## src/hw/rtl/llim_pkg.sv

```systemverilog
`timescale 1ns / 1ps
// ----------------------------------------------------------------------------
// llim_pkg
// shared widths, codes and constants of the link impairment engine
// ----------------------------------------------------------------------------
package llim_pkg;

    // field widths
    localparam int OPCODE_W    = 1;
    localparam int DIR_W       = 1;
    localparam int COUNT_W     = 17;
    localparam int NOW_W       = 40;
    localparam int VERDICT_W   = 2;
    localparam int DUE_W       = 41;
    localparam int BYTES_W     = 32;
    localparam int LOSS_W      = 7;
    localparam int LATENCY_W   = 16;
    localparam int JITTER_W    = 16;
    localparam int CFG_INDEX_W = 3;
    localparam int CFG_DATA_W  = 64;

    // generator
    localparam int          RNG_W        = 64;
    localparam logic [63:0] DEFAULT_SEED = 64'h9E37_79B9_7F4A_7C15;
    localparam logic [63:0] STAR_MULT    = 64'h2545_F491_4F6C_DD1D;
    localparam int          XS_SHIFT_A   = 12;
    localparam int          XS_SHIFT_B   = 25;
    localparam int          XS_SHIFT_C   = 27;

    // multiplier digits and remainder radix
    localparam int MUL_DIGIT_W = 16;
    localparam int MUL_STEPS   = RNG_W / MUL_DIGIT_W;
    localparam int MUL_CNT_W   = $clog2(MUL_STEPS);
    localparam int MOD_RADIX   = 2;
    localparam int MOD_STEPS   = RNG_W / MOD_RADIX;
    localparam int MOD_CNT_W   = $clog2(MOD_STEPS);
    localparam int DIVISOR_W   = JITTER_W + 1;

    localparam logic [DIVISOR_W-1:0] PERCENT_DIV = DIVISOR_W'(100);

    // result codes
    typedef enum logic [VERDICT_W-1:0] {
        VERDICT_QUEUED = 2'd0,
        VERDICT_LOST   = 2'd1,
        VERDICT_OVF    = 2'd2,
        VERDICT_SENT   = 2'd3
    } llim_verdict_t;

    // item codes
    typedef enum logic [OPCODE_W-1:0] {
        OP_ARRIVAL = 1'b0,
        OP_SENT    = 1'b1
    } llim_opcode_t;

    // register indexes
    typedef enum logic [CFG_INDEX_W-1:0] {
        CFG_LOSS    = 3'd0,
        CFG_LATENCY = 3'd1,
        CFG_JITTER  = 3'd2,
        CFG_BUDGET  = 3'd3,
        CFG_SEED    = 3'd4
    } llim_cfg_index_t;

    localparam logic [BYTES_W-1:0] BUDGET_RESET = BYTES_W'(1048576);

    // generator controls
    typedef struct packed {
        logic start;
        logic load;
    } llim_rng_ctrl_t;

    // remainder unit controls
    typedef struct packed {
        logic                 start;
        logic [DIVISOR_W-1:0] divisor;
    } llim_mod_ctrl_t;

endpackage

```

## src/hw/rtl/link_loss_delay_impairment.sv

```systemverilog
`timescale 1ns / 1ps
// ----------------------------------------------------------------------------
// link_loss_delay_impairment
// loss, budget and delay decisions for the two directions of a relay link
// ----------------------------------------------------------------------------
// One item is worked on at a time; in_ready is high only while the sequencer
// is idle. A sent report passes the dispatch state and then the done state;
// an arrival that needs no random draw passes dispatch, the budget check and
// done. Each draw (the loss decision when the loss register is nonzero, the
// jitter when the jitter register is nonzero) runs the generator for the
// xorshift step, four 64x16 digit steps of the multiplier and its done flag,
// then the remainder unit for its 32 steps of two quotient bits each and its
// done flag. The result sits in an output register; the next item is taken
// while it waits for out_ready.
module link_loss_delay_impairment (
    input  logic                              clk,
    input  logic                              rst_n,
    // item channel
    input  logic                              in_valid,
    output logic                              in_ready,
    input  logic [llim_pkg::OPCODE_W-1:0]     opcode,
    input  logic [llim_pkg::DIR_W-1:0]        direction,
    input  logic [llim_pkg::COUNT_W-1:0]      byte_count,
    input  logic [llim_pkg::NOW_W-1:0]        now_ms,
    // result channel
    output logic                              out_valid,
    input  logic                              out_ready,
    output logic [llim_pkg::VERDICT_W-1:0]    verdict,
    output logic [llim_pkg::DUE_W-1:0]        due_ms,
    output logic [llim_pkg::BYTES_W-1:0]      queued_bytes,
    // configuration
    input  logic                              cfg_write,
    input  logic [llim_pkg::CFG_INDEX_W-1:0]  cfg_index,
    input  logic [llim_pkg::CFG_DATA_W-1:0]   cfg_data
);
    import llim_pkg::*;

    typedef enum logic [7:0] {
        ST_IDLE     = 8'b0000_0001,
        ST_DISPATCH = 8'b0000_0010,
        ST_LOSS_RNG = 8'b0000_0100,
        ST_LOSS_MOD = 8'b0000_1000,
        ST_BUDGET   = 8'b0001_0000,
        ST_JIT_RNG  = 8'b0010_0000,
        ST_JIT_MOD  = 8'b0100_0000,
        ST_DONE     = 8'b1000_0000
    } llim_state_t;

    llim_state_t state_reg, state_next;

    // configuration
    logic [LOSS_W-1:0]    loss_reg, loss_next;
    logic [LATENCY_W-1:0] latency_reg, latency_next;
    logic [JITTER_W-1:0]  jitter_reg, jitter_next;
    logic [BYTES_W-1:0]   budget_reg, budget_next;

    // per-direction byte counters
    logic [BYTES_W-1:0] down_reg, down_next;
    logic [BYTES_W-1:0] up_reg, up_next;

    // captured item
    logic [OPCODE_W-1:0] op_reg, op_next;
    logic [DIR_W-1:0]    dir_reg, dir_next;
    logic [COUNT_W-1:0]  count_reg, count_next;
    logic [NOW_W-1:0]    now_reg, now_next;

    // result being built
    logic [VERDICT_W-1:0] res_verdict_reg, res_verdict_next;
    logic [DUE_W-1:0]     res_due_reg, res_due_next;

    // output register
    logic                 out_valid_reg, out_valid_next;
    logic [VERDICT_W-1:0] verdict_reg, verdict_next;
    logic [DUE_W-1:0]     due_ms_reg, due_ms_next;
    logic [BYTES_W-1:0]   queued_bytes_reg, queued_bytes_next;

    // shared units
    llim_rng_ctrl_t       rng_ctrl;
    logic                 rng_start;
    logic                 seed_load;
    logic                 rng_done;
    logic [RNG_W-1:0]     rng_product;
    llim_mod_ctrl_t       mod_ctrl;
    logic                 mod_done;
    logic [DIVISOR_W-1:0] mod_rem;

    // datapath helpers
    logic [BYTES_W-1:0] cur_bytes;
    logic [BYTES_W-1:0] used_bytes;
    logic [BYTES_W-1:0] room_bytes;
    logic [BYTES_W-1:0] count_ext;
    logic [BYTES_W:0]   sum_bytes;
    logic [DUE_W-1:0]   base_due;

    assign cur_bytes  = (dir_reg != '0) ? up_reg : down_reg;
    assign count_ext  = BYTES_W'(count_reg);
    // a budget lowered below the counter leaves no room
    assign used_bytes = (cur_bytes < budget_reg) ? cur_bytes : budget_reg;
    assign room_bytes = budget_reg - used_bytes;
    assign sum_bytes  = {1'b0, cur_bytes} + {1'b0, count_ext};
    assign base_due   = DUE_W'(now_reg) + DUE_W'(latency_reg);

    assign in_ready = (state_reg == ST_IDLE);

    // generator controls from the sequencer and the register port
    assign rng_ctrl = '{start: rng_start, load: seed_load};

    llim_rng u_rng (
        .clk        (clk),
        .rst_n      (rst_n),
        .ctrl       (rng_ctrl),
        .load_value (cfg_data),
        .done       (rng_done),
        .product    (rng_product)
    );

    llim_mod u_mod (
        .clk       (clk),
        .rst_n     (rst_n),
        .ctrl      (mod_ctrl),
        .dividend  (rng_product),
        .done      (mod_done),
        .remainder (mod_rem)
    );

    // configuration writes, only issued while idle by the user; the block has no check for it
    always_comb
    begin
        loss_next     = loss_reg;
        latency_next  = latency_reg;
        jitter_next   = jitter_reg;
        budget_next   = budget_reg;
        seed_load     = 1'b0;
        if (cfg_write)
        begin
            unique case (cfg_index)
                CFG_LOSS:    loss_next     = cfg_data[LOSS_W-1:0];
                CFG_LATENCY: latency_next  = cfg_data[LATENCY_W-1:0];
                CFG_JITTER:  jitter_next   = cfg_data[JITTER_W-1:0];
                CFG_BUDGET:  budget_next   = cfg_data[BYTES_W-1:0];
                // seed write reloads the generator at once
                CFG_SEED:    seed_load     = 1'b1;
                default:     ;
            endcase
        end
    end

    // sequencer
    always_comb
    begin
        state_next        = state_reg;
        down_next         = down_reg;
        up_next           = up_reg;
        op_next           = op_reg;
        dir_next          = dir_reg;
        count_next        = count_reg;
        now_next          = now_reg;
        res_verdict_next  = res_verdict_reg;
        res_due_next      = res_due_reg;
        out_valid_next    = out_valid_reg;
        verdict_next      = verdict_reg;
        due_ms_next       = due_ms_reg;
        queued_bytes_next = queued_bytes_reg;
        rng_start         = 1'b0;
        mod_ctrl.start    = 1'b0;
        mod_ctrl.divisor  = PERCENT_DIV;

        // result taken downstream
        if (out_valid_reg && out_ready)
        begin
            out_valid_next = 1'b0;
        end

        unique case (state_reg)
            ST_IDLE:
            begin
                if (in_valid)
                begin
                    op_next    = opcode;
                    dir_next   = direction;
                    count_next = byte_count;
                    now_next   = now_ms;
                    state_next = ST_DISPATCH;
                end
            end
            ST_DISPATCH:
            begin
                if (op_reg == OP_SENT)
                begin
                    // sent report, counter saturates at zero
                    if (dir_reg != '0)
                    begin
                        up_next = (count_ext >= cur_bytes) ? '0 : cur_bytes - count_ext;
                    end
                    else
                    begin
                        down_next = (count_ext >= cur_bytes) ? '0 : cur_bytes - count_ext;
                    end
                    res_verdict_next = VERDICT_SENT;
                    res_due_next     = '0;
                    state_next       = ST_DONE;
                end
                else if (loss_reg != '0)
                begin
                    rng_start  = 1'b1;
                    state_next = ST_LOSS_RNG;
                end
                else
                begin
                    state_next = ST_BUDGET;
                end
            end
            ST_LOSS_RNG:
            begin
                if (rng_done)
                begin
                    mod_ctrl.start   = 1'b1;
                    mod_ctrl.divisor = PERCENT_DIV;
                    state_next       = ST_LOSS_MOD;
                end
            end
            ST_LOSS_MOD:
            begin
                if (mod_done)
                begin
                    if (mod_rem < DIVISOR_W'(loss_reg))
                    begin
                        // lost chunk resets the link
                        down_next        = '0;
                        up_next          = '0;
                        res_verdict_next = VERDICT_LOST;
                        res_due_next     = '0;
                        state_next       = ST_DONE;
                    end
                    else
                    begin
                        state_next = ST_BUDGET;
                    end
                end
            end
            ST_BUDGET:
            begin
                if (count_ext > room_bytes)
                begin
                    // over budget resets the link
                    down_next        = '0;
                    up_next          = '0;
                    res_verdict_next = VERDICT_OVF;
                    res_due_next     = '0;
                    state_next       = ST_DONE;
                end
                else
                begin
                    if (dir_reg != '0)
                    begin
                        up_next = sum_bytes[BYTES_W-1:0];
                    end
                    else
                    begin
                        down_next = sum_bytes[BYTES_W-1:0];
                    end
                    res_verdict_next = VERDICT_QUEUED;
                    if (jitter_reg != '0)
                    begin
                        rng_start  = 1'b1;
                        state_next = ST_JIT_RNG;
                    end
                    else
                    begin
                        res_due_next = base_due;
                        state_next   = ST_DONE;
                    end
                end
            end
            ST_JIT_RNG:
            begin
                if (rng_done)
                begin
                    mod_ctrl.start   = 1'b1;
                    mod_ctrl.divisor = DIVISOR_W'(jitter_reg) + 1'b1;
                    state_next       = ST_JIT_MOD;
                end
            end
            ST_JIT_MOD:
            begin
                if (mod_done)
                begin
                    res_due_next = base_due + DUE_W'(mod_rem);
                    state_next   = ST_DONE;
                end
            end
            ST_DONE:
            begin
                // wait for a free output register
                if (!out_valid_reg || out_ready)
                begin
                    out_valid_next    = 1'b1;
                    verdict_next      = res_verdict_reg;
                    due_ms_next       = res_due_reg;
                    queued_bytes_next = cur_bytes;
                    state_next        = ST_IDLE;
                end
            end
            default:
            begin
                state_next = ST_IDLE;
            end
        endcase
    end

    always_ff @(posedge clk or negedge rst_n)
    begin
        if (!rst_n)
        begin
            state_reg     <= ST_IDLE;
            loss_reg      <= '0;
            latency_reg   <= '0;
            jitter_reg    <= '0;
            budget_reg    <= BUDGET_RESET;
            down_reg      <= '0;
            up_reg        <= '0;
            out_valid_reg <= 1'b0;
        end
        else
        begin
            state_reg     <= state_next;
            loss_reg      <= loss_next;
            latency_reg   <= latency_next;
            jitter_reg    <= jitter_next;
            budget_reg    <= budget_next;
            down_reg      <= down_next;
            up_reg        <= up_next;
            out_valid_reg <= out_valid_next;
        end
    end

    // payload, no reset needed
    always_ff @(posedge clk)
    begin
        op_reg           <= op_next;
        dir_reg          <= dir_next;
        count_reg        <= count_next;
        now_reg          <= now_next;
        res_verdict_reg  <= res_verdict_next;
        res_due_reg      <= res_due_next;
        verdict_reg      <= verdict_next;
        due_ms_reg       <= due_ms_next;
        queued_bytes_reg <= queued_bytes_next;
    end

    assign out_valid    = out_valid_reg;
    assign verdict      = verdict_reg;
    assign due_ms       = due_ms_reg;
    assign queued_bytes = queued_bytes_reg;

endmodule

```

## src/hw/rtl/llim_rng.sv

```systemverilog
`timescale 1ns / 1ps
// ----------------------------------------------------------------------------
// llim_rng
// xorshift64* generator with a four-step 64x16 digit multiplier
// ----------------------------------------------------------------------------
module llim_rng (
    input  logic                          clk,
    input  logic                          rst_n,
    input  llim_pkg::llim_rng_ctrl_t      ctrl,
    input  logic [llim_pkg::RNG_W-1:0]    load_value,
    output logic                          done,
    output logic [llim_pkg::RNG_W-1:0]    product
);
    import llim_pkg::*;

    logic [RNG_W-1:0]     state_reg, state_next;
    logic [RNG_W-1:0]     a_reg, a_next;
    logic [RNG_W-1:0]     b_reg, b_next;
    logic [RNG_W-1:0]     acc_reg, acc_next;
    logic [MUL_CNT_W-1:0] cnt_reg, cnt_next;
    logic                 busy_reg, busy_next;
    logic                 done_reg, done_next;

    logic [RNG_W-1:0] xs1, xs2, xs3;
    logic [RNG_W-1:0] partial;

    assign xs1     = state_reg ^ (state_reg >> XS_SHIFT_A);
    assign xs2     = xs1 ^ (xs1 << XS_SHIFT_B);
    assign xs3     = xs2 ^ (xs2 >> XS_SHIFT_C);
    assign partial = a_reg * RNG_W'(b_reg[MUL_DIGIT_W-1:0]);

    always_comb
    begin
        state_next = state_reg;
        a_next     = a_reg;
        b_next     = b_reg;
        acc_next   = acc_reg;
        cnt_next   = cnt_reg;
        busy_next  = busy_reg;
        done_next  = 1'b0;
        if (ctrl.load)
        begin
            state_next = (load_value == '0) ? DEFAULT_SEED : load_value;
        end
        else if (ctrl.start)
        begin
            state_next = xs3;
            a_next     = xs3;
            b_next     = STAR_MULT;
            acc_next   = '0;
            cnt_next   = '0;
            busy_next  = 1'b1;
        end
        else if (busy_reg)
        begin
            acc_next = acc_reg + partial;
            a_next   = a_reg << MUL_DIGIT_W;
            b_next   = b_reg >> MUL_DIGIT_W;
            cnt_next = cnt_reg + 1'b1;
            if (cnt_reg == MUL_CNT_W'(MUL_STEPS - 1))
            begin
                busy_next = 1'b0;
                done_next = 1'b1;
            end
        end
    end

    always_ff @(posedge clk or negedge rst_n)
    begin
        if (!rst_n)
        begin
            state_reg <= DEFAULT_SEED;
            cnt_reg   <= '0;
            busy_reg  <= 1'b0;
            done_reg  <= 1'b0;
        end
        else
        begin
            state_reg <= state_next;
            cnt_reg   <= cnt_next;
            busy_reg  <= busy_next;
            done_reg  <= done_next;
        end
    end

    always_ff @(posedge clk)
    begin
        a_reg   <= a_next;
        b_reg   <= b_next;
        acc_reg <= acc_next;
    end

    assign done    = done_reg;
    assign product = acc_reg;

endmodule

```

## src/hw/rtl/llim_mod.sv

```systemverilog
`timescale 1ns / 1ps
// ----------------------------------------------------------------------------
// llim_mod
// restoring remainder of a 64-bit value by a 17-bit divisor, two bits a cycle
// ----------------------------------------------------------------------------
module llim_mod (
    input  logic                            clk,
    input  logic                            rst_n,
    input  llim_pkg::llim_mod_ctrl_t        ctrl,
    input  logic [llim_pkg::RNG_W-1:0]      dividend,
    output logic                            done,
    output logic [llim_pkg::DIVISOR_W-1:0]  remainder
);
    import llim_pkg::*;

    logic [RNG_W-1:0]     dividend_reg, dividend_next;
    logic [DIVISOR_W-1:0] divisor_reg, divisor_next;
    logic [DIVISOR_W-1:0] rem_reg, rem_next;
    logic [MOD_CNT_W-1:0] cnt_reg, cnt_next;
    logic                 busy_reg, busy_next;
    logic                 done_reg, done_next;

    logic [DIVISOR_W-1:0] rem_step;
    logic [DIVISOR_W:0]   trial;

    always_comb
    begin
        dividend_next = dividend_reg;
        divisor_next  = divisor_reg;
        rem_next      = rem_reg;
        cnt_next      = cnt_reg;
        busy_next     = busy_reg;
        done_next     = 1'b0;
        rem_step      = rem_reg;
        trial         = '0;
        if (ctrl.start)
        begin
            dividend_next = dividend;
            divisor_next  = ctrl.divisor;
            rem_next      = '0;
            cnt_next      = '0;
            busy_next     = 1'b1;
        end
        else if (busy_reg)
        begin
            // remainder stays below the divisor, so it never needs the top bit
            for (int i = 0; i < MOD_RADIX; i++)
            begin
                trial = {rem_step, dividend_reg[RNG_W-1-i]};
                if (trial >= {1'b0, divisor_reg})
                begin
                    trial = trial - {1'b0, divisor_reg};
                end
                rem_step = trial[DIVISOR_W-1:0];
            end
            rem_next      = rem_step;
            dividend_next = dividend_reg << MOD_RADIX;
            cnt_next      = cnt_reg + 1'b1;
            if (cnt_reg == MOD_CNT_W'(MOD_STEPS - 1))
            begin
                busy_next = 1'b0;
                done_next = 1'b1;
            end
        end
    end

    always_ff @(posedge clk or negedge rst_n)
    begin
        if (!rst_n)
        begin
            cnt_reg  <= '0;
            busy_reg <= 1'b0;
            done_reg <= 1'b0;
        end
        else
        begin
            cnt_reg  <= cnt_next;
            busy_reg <= busy_next;
            done_reg <= done_next;
        end
    end

    always_ff @(posedge clk)
    begin
        dividend_reg <= dividend_next;
        divisor_reg  <= divisor_next;
        rem_reg      <= rem_next;
    end

    assign done      = done_reg;
    assign remainder = rem_reg;

endmodule

```

## config.mk

```make
export PLATFORM = sky130hd
export DESIGN_NAME = link_loss_delay_impairment
export DESIGN_NICKNAME = d
export VERILOG_FILES = /design/src/hw/rtl/llim_pkg.sv /design/src/hw/rtl/link_loss_delay_impairment.sv /design/src/hw/rtl/llim_rng.sv /design/src/hw/rtl/llim_mod.sv
export SDC_FILE = /design/constraint.sdc
export NUM_CORES = 2
export LEC_CHECK = 0
export ABC_AREA = 1
export ABC_CLOCK_PERIOD_IN_PS = 12450
export BUFFER_PORTS_ARGS = -buffer_cell sky130_fd_sc_hd__buf_2
export CAP_MARGIN = 20
export CORE_UTILIZATION = 65
export CTS_CLUSTER_DIAMETER = 150
export DETAILED_ROUTE_END_ITERATION = 6
export PLACE_DENSITY_LB_ADDON = 0.15
export SKIP_CTS_REPAIR_TIMING = 1
export SLEW_MARGIN = 20
export SYNTH_ARGS = -nofsm -noshare
export SYNTH_HDL_FRONTEND = slang
export SYNTH_SLANG_ARGS = --single-unit
```

## constraint.sdc

```tcl
create_clock -name clk -period 12.45 [get_ports clk]
set_clock_uncertainty 0.15 [all_clocks]
set_input_delay 0.6225 -clock clk [delete_from_list [all_inputs] [get_ports clk]]
set_output_delay 0.6225 -clock clk [all_outputs]
set_load 0.05 [all_outputs]
```

==> qor.csv <==
stage,metric,value,unit
floorplanning,Die W,320,um
detailed_routing,wire length per cell,21.6,um
timing,"Setup violations, final",0,
floorplanning,initial core utilization,65.6,%
run,Max-Cap Viols,0,
timing,max_slew headroom,23.3,%
clocking,CTS tree,done,
detailed_routing,DRC,1,
setup_path,"most used cell, CP",nand2_1,
setup_path,"Slowest-stage cell, CP",buf_4,
setup_path,crit path capture type,register,
status,status,"finished, violations left",
logic_synthesis,mapped cell area,65600,um^2
place,pre-CTS setup slack,2790,ps
clocking,H-tree Lvls,3,
timing,Slew Limit Fails,0,
floorplanning,io pins,208,
logic_synthesis,Post-Syn Instances,8181,
floorplanning,Die Ht,320,um
logic_synthesis,"FFs w/ async S/R, synth",34.5,%
timing,"Hold Violations, Final",0,
setup_path,crit path DAT,10060,ps
detailed_routing,drt first pass iters,7,
detailed_routing,via count,55600,
final_layout,layout net count,9535,
logic_synthesis,Synthesis Warnings,0,
clocking,Clock Path Buffers,3,
place,Placer Congestion,1.02,
timing,post-route setup slack,2620,ps
final_layout,share of cells above drive strength 1,5.89,%
grt,initial antenna violation count,5,
detailed_routing,WL final,209000,um
setup_path,type of the worst setup path,register to register,
place,post-detail-place hpwl,166000,um
clocking,clk root buf,clkbuf_16,
setup_path,startpoint class of the critical path,register,
final_layout,"Area growth, synth to finish",7.45,%
status,failing checks,DRC,
final_layout,antenna cell count,0,
logic_synthesis,library cells used by synthesis,60,
logic_synthesis,cell taking the most area after synthesis,fa_1,
clocking,# clock sinks,634,
grt,gr usage total,41.1,%
clocking,Worst-path clk slew,70,ps
floorplanning,die area,102000,um^2
logic_synthesis,Mapped Nets,9422,
timing,Worst Tran Pin Value,1150,ps
worst_hold_path,worst hold path class,input port to register,
timing,period utilization,78.9,%
grt,largest net degree at the start of global routing,121,
setup_path,critical path peak fanout,83,
logic_synthesis,Post-synth EDFFs,398,
grt,gr ovfl total,0,
detailed_routing,Antenna Nets Post-Route,0,
detailed_routing,DRT iter0 DRCs,6381,
grt,number of global-route vias before repair,55800,
place,port bufs,207,
logic_synthesis,syn_area_per_cell,8.02,um^2
timing,setup TNS,0,ps
logic_synthesis,most frequent cell after synthesis,nand2_1,
grt,global-route wire length before repair,319000,um
timing,fmax,0.102,GHz
clocking,Num CTS Buffers,72,
logic_synthesis,share of the synthesized area in the top cell type,23.2,%
logic_synthesis,sequential area share after synthesis,27.2,%
clocking,worst skew pair latency,680,ps
floorplanning,Placement Rows,116,
timing,RSZ-0062 raised after global routing,no,
logic_synthesis,Synth Flop Type,edfxtp_1,
logic_synthesis,synth cell count leaders,"nand2_1, inv_1, fa_1",
logic_synthesis,"FF+latch count, synth",634,
logic_synthesis,top area cells in the synthesized netlist,"fa_1, edfxtp_1, nand2_1",
detailed_routing,vias per cell,5.76,
setup_path,worst endpoint required time,12680,ps
timing,Final min period,9830,ps
setup_path,"reg-to-reg slack, setup",2620,ps
setup_path,critical path's largest stage delay,750,ps
floorplanning,Core Region,100000,um^2
[metrics by stage]
stage / instance area (um^2) / util (%) / hold WS (ps) / std cells
after detailed placement: 67600 / 67.6 / 255 / 9462
after CTS: 69900 / 69.9 / -181 / 9596
after global routing: 70500 / 70.5 / 2.73 / 9652
after floorplan: 65600 / - / 177 / 8181
after global placement: 67600 / 67.6 / 254 / 9462
final: 70500 / 70.5 / 4.59 / 9652
[path summary, 6_finish.rpt]
| kind | from | to | cells past startpoint |
|---|---|---|---|
| min in group asynchronous | rst_n | out_valid$_DFF_PN0_ | 2 |
| min | now_ms[10] | now_reg[10]$_DFFE_PP_ | 1 |
| max in group asynchronous | rst_n | u_rng.state_reg[54]$_DFFE_PN0P_ | 4 |
| min reg2reg | res_due_reg[2]$_DFFE_PP_ | due_ms[2]$_DFFE_PP_ | 0 |
| max reg2reg | dir_reg$_DFFE_PP_ | u_rng.a_reg[57]$_DFFE_PP_ | 40 |
| max | dir_reg$_DFFE_PP_ | u_rng.a_reg[57]$_DFFE_PP_ | 40 |
[layout by cell type (no fill, tap or decap), types with 7 or more instances in the layout]
master	synthesis	routed
clkinv_1	0	7
inv_2	25	24
edfxtp_1	398	398
inv_1	1813	1811
dfxtp_1	17	17
clkinv_2	0	15
o21ai_0	442	442
o22ai_1	7	7
buf_2	37	206
nor3_1	47	47
or2_1	15	15
o21a_1	18	18
o21ai_2	12	12
nand4_1	66	66
buf_4	3	41
fa_1	759	759
o211ai_1	9	9
nor2_1	444	442
nor4_1	45	44
a31oi_1	18	18
dlygate4sd3_1	0	55
or2_2	29	29
nand2_1	2099	2097
xor2_1	132	132
clkbuf_16	0	75
xnor2_1	157	157
nand3_1	302	301
o21bai_1	13	13
nand3b_1	14	14
clkbuf_1	209	18
o21ai_1	63	63
dfstp_2	40	40
a21o_1	13	13
ha_1	351	351
dfrtp_1	179	179
a21oi_1	326	326
a21boi_0	7	7
[layer usage]
metal | GRT usage, % | share of wire, % | wire length [um] | vias up
met5 | 0 | 0.026 | 55 | -
met4 | 18.2 | 5.1 | 10700 | 8
met3 | 9.78 | 11 | 23500 | 635
met2 | 65.3 | 46 | 95000 | 3162
met1 | 53.9 | 38 | 79500 | 26500
li1 | - | - | - | 25300
[final cells by class]
cell class	count	area, um^2
Clock buffer	94	1960
Clock inverter	40	382
Fill cell	8053	29500
Inverter	1838	6910
Multi-Input combinational cell	5444	39900
Sequential cell	634	17800
Tap cell	1298	1620
Timing Repair Buffer	304	1920
[kinds of logic after synthesis]
family          count (synthesis)  synth area share [%]
simple gates                 3086                  19.2
buf+inv                      2103                  12.1
fa+ha+maj                    1110                  29.9
compound gates                959                  7.82
flops                         634                  27.2
xor+xnor                      289                  3.86
[critical path, delay by kind of cell (launching register included)]
kind	cells	cell delay, ps
compound gates	4	910
xor+xnor	1	150
fa+ha+maj	3	960
buf+inv	11	3530
flops	1	330
simple gates	21	3360
Power is left out: the tool's default activity adds up to more than one toggle a clock period on the data nets, which glitch-free logic cannot reach.
